[config.mk]
export PLATFORM = sky130hd
export DESIGN_NAME = snt_ram
export DESIGN_NICKNAME = d
export VERILOG_FILES = /design/src/rtl/snt_ram.sv
export SDC_FILE = /design/constraint.sdc
export NUM_CORES = 1
export LEC_CHECK = 0
export ABC_AREA = 1
export BUFFER_PORTS_ARGS = -buffer_cell sky130_fd_sc_hd__buf_2
export CAP_MARGIN = 20
export CORE_UTILIZATION = 60
export DETAILED_ROUTE_END_ITERATION = 6
export GPL_TIMING_DRIVEN = 1
export PLACE_DENSITY = 0.86
export SLEW_MARGIN = 15
export SYNTH_ARGS = -nofsm -noshare
export SYNTH_HDL_FRONTEND = slang
export SYNTH_SLANG_ARGS = --single-unit
[constraint.sdc]
create_clock -name clk_i -period 3.2 [get_ports clk_i]
set_clock_uncertainty 0.2 [all_clocks]
set_input_delay 0.32 -clock clk_i [delete_from_list [all_inputs] [get_ports clk_i]]
set_output_delay 0.32 -clock clk_i [all_outputs]
set_load 0.01 [all_outputs]
[src/rtl/snt_ram.sv]
`timescale 1ns / 1ps
// ----------------------------------------------------------------------------
// Generic RAM
// One write port and one read port with a registered read data output.
// ----------------------------------------------------------------------------
module snt_ram #(
  parameter int WIDTH = 16,
  parameter int DEPTH = 17
) (
  input  logic                     clk_i,
  input  logic                     we_i,
  input  logic [$clog2(DEPTH)-1:0] waddr_i,
  input  logic [WIDTH-1:0]         wdata_i,
  input  logic                     re_i,
  input  logic [$clog2(DEPTH)-1:0] raddr_i,
  output logic [WIDTH-1:0]         rdata_o
);

  logic [WIDTH-1:0] mem_q [DEPTH];

  // Write port.
  always_ff @(posedge clk_i) begin
    if (we_i) begin
      mem_q[waddr_i] <= wdata_i;
    end
  end

  // Registered read port; data holds until the next read.
  always_ff @(posedge clk_i) begin
    if (re_i) begin
      rdata_o <= mem_q[raddr_i];
    end
  end

endmodule

* After elaboration in Yosys (flattened, before gate mapping)
Memory sizes are Yosys's and may differ from the RTL's. A register that Yosys moved wholly into a read port is not among the register bits. Cells that the tools add are included.
Cells by class: mux-type cells 2
Operators with widths (count):
- $mux 1 | 2
Word-level totals: flip-flop bits (word level) 0, bits in writable memories 272, input port bits 29, output and inout port bits 16, logic and storage cells 3, memories 1
Memory list:
- mem_q | depth 17, bits a word 16, read ports 1, clocked after Yosys merged registers in 1, wr ports 1, line 19 | logic [WIDTH-1:0] mem_q [DEPTH];

* Logic depth before layout (Yosys ltp)
depth after elaboration 2, depth in mapped cells 11, gate-level depth less buffers 9

* Least setup slack after synthesis
Ideal clock, no wire load.
path kind input to register, from input waddr_i[0], to memory mem_q[16][0] (enable), library setup time 0.432 ns, arrival time 2.088 ns, data required time 2.568 ns, slack 0.480 ns, stages on the path 3, cell sequence nor2_1 nand2_1 nor4_1
RTL lines:
- from (decl) | line 12 | input logic [$clog2(DEPTH)-1:0] waddr_i,
- to (decl) | line 19
No word-level cell before the write port.

==> qor.yml <==
worst_hold_path:
  min_path_type: "in -> reg"
clocking:
  cts_tree: "done"
  clockBufferDepth: 3
  cts_sinks: 288
  cts_resized: 0
  clk-insertion-delay-late_ps: 540
  post-cts-setup-buffers: 0
  cts_root_buffer: "clkbuf_16"
  htree_levels: 1
  cts_hold_buf: 16
  path_clk_slew_ps: 60
  cts_buffers: 29
flow_run:
  maxCapViolCount: 0
route:
  drt_iter0_drc: 911
  ant_nets: 0
  drc: 0
  avgRoutedWirePerCell_um: 21.72
  viasPerCell: 6.008
  vias: 7811
  finalWirelength_um: 28240
  drt_pass1_iterations: 6
layout:
  fillers: 1186
  drive_gt1_frac: 0.1202
  multi_input_area_mm2: 0.002547
  diodes: 0
  areaGrowthSynthToFinish_pct: 12.94
  seq_area_mm2: 0.008648
  fin_nets: 1048
yosys:
  async_reset_ff_frac: 0
  netlist.area_leader.share: 0.7449
  synth_ff_type: "edfxtp_1"
  yosys_warnings: 0
  yosysTopAreaCell: "edfxtp_1"
  seq_area_frac_synth: 0.7449
  synth_cell_type_count: 13
  avgSynthCellArea_um2: 12.20
  syn_area_mm2: 0.01161
  yosys-top-cells-area: "edfxtp_1 74%, nand2_1 12%, nand3_1 8.5%"
  synth_seq_cells: 288
  syn_inst: 952
  synth_fp_nets: 981
  synth_edf_count: 288
  synthTopCellsByCount: "385 x nand2_1, 288 x edfxtp_1, 197 x nand3_1"
  yosysMostFrequentCell: "nand2_1"
global_routing:
  grt_pass1_vias: 7827
  grt_overflow: 0
  gr-usage-all-layers: 0.2941
  grt_max_degree: 129
  grt_pass1_wl_um: 43000
  antenna_found_initial: 1
pwr:
  power.leakage_nw: 4.911
  p_per_area_mw_per_mm2: 610.9
  internal-power_mw: 6.319
  ir_drop_uv: 539.3
  p_seq_frac: 0.528
  pwr-share-clk: 0.413
  switchingPower_mw: 1.691
  swShare: 0.2111
  comb_power_share: 0.059
sta:
  fin_crit_ps: 1880
  worst_slack_ps: 1320
  timing.fmax_mhz: 531.9
  slew_violations: 0
  slew-limit-headroom: 0.3476
  rsz0062_at_grt: "false"
  period_share: 0.5875
  finalHoldViolCount: 0
  setup_viol: 0
  tightestPinTransition_ps: 978.5
  tns_ps: 0
die:
  core-area_mm2: 0.01883
  die_height_um: 141.1
  dieArea_mm2: 0.01991
  ioPinCount: 45
  start_util: 0.6165
  rows: 50
  die_w_um: 141.1
setup_path:
  crit_path_start_kind: "primary input"
  cp_max_fo: 92
  worstSetupPathType: "in -> reg"
  critPathCaptureType: "flop"
  cp_data_required_time_ps: 3410
  cp.arrival_ps: 2090
place:
  dp_hpwl_um: 14960
  gp_congestion: 0.7660
  dp_slack_ps: 818.0
  port-buffer-count: 44
run_status:
  status: "finished, final reports clean"
## critical path: stages
cell      delay (ps)
buf_4            130
clkinv_2          50
buf_4            740
nand2_1          170
nand3_1          140
nand3_1           80
nand2_1          100
nand2_1           60
nand2_1           90
nand2_1           60
nand2_1          110
## final cells by class
cell class                 instances  share of cell area
clock inverter                    17             0.01365
tap                              260             0.02481
multi-input combinational        602              0.1943
clock buffer                      35             0.05706
sequential                       288              0.6595
inverter                           8            0.002385
timing repair buffer              90             0.04828
## power by group through the flow
stage	Combinational [mW]	Clock (mW)	Sequential, mW
floorplan	0.279	0	4.31
global placement	0.426	0	4.31
detailed placement	0.443	0	4.31
CTS	0.466	3.32	4.23
global route	0.514	3.46	4.23
finish	0.471	3.31	4.23
## metal layers
metal / share of wire / vias to the layer above / track usage
met5: 0 / - / 0
met4: 0.041 / 0 / 0.1379
met3: 0.14 / 103 / 0.05401
met2: 0.47 / 574 / 0.4653
met1: 0.35 / 3684 / 0.4000
li1: - / 3450 / -
## cells by family (layout without fill, tap and decap cells)
logic type,count (synthesis),after routing,synth area share
flops,288,288,0.7449
simple gates,602,602,0.2167
buf+inv,62,150,0.03837
## cells in the final DEF (no fill, tap or decap)
master,synthesis,final
bufinv_16,0,4
nand3b_1,2,2
nor2_1,17,7
inv_2,2,1
clkbuf_1,8,6
nand3_1,197,197
clkinv_1,0,8
nor4_2,0,1
inv_6,0,1
dlygate4sd3_1,0,16
nor2_2,0,10
buf_12,0,2
edfxtp_1,288,288
buf_4,4,29
buf_2,14,43
nand2_1,385,385
inv_1,6,6
clkinv_2,0,5
clkbuf_16,0,29
## sequential cells by signal (all words and copies together) (netlist names)
signal and flops:
mem_q 272, rdata_o 16
## final timing paths
kind	start	end	slack (ps)	cells after the start
worst max register to register	mem_q[13][2]	rdata_o[2]	1640	8
worst min register to register	mem_q[16][14]	rdata_o[14]	320	2
worst min-delay path	re_i	rdata_o[14]	70	1
worst max-delay path	raddr_i[0]	rdata_o[12]	1320	11
## per-stage QoR
step,std cells,hold slack (ps),instance area [um2],total power [mW],utilization
2_1_floorplan,952,218.9,11610,4.591,-
3_3_place_gp,1232,300.4,12030,4.734,0.6386
3_5_place_dp,1232,300.2,12030,4.753,0.6386
4_1_cts,1300,66.03,13110,8.015,0.6963
5_1_grt,1300,77.54,13110,8.213,0.6963
6_report,1300,67.23,13110,8.011,0.6963
(Power assumes the default switching activity.)
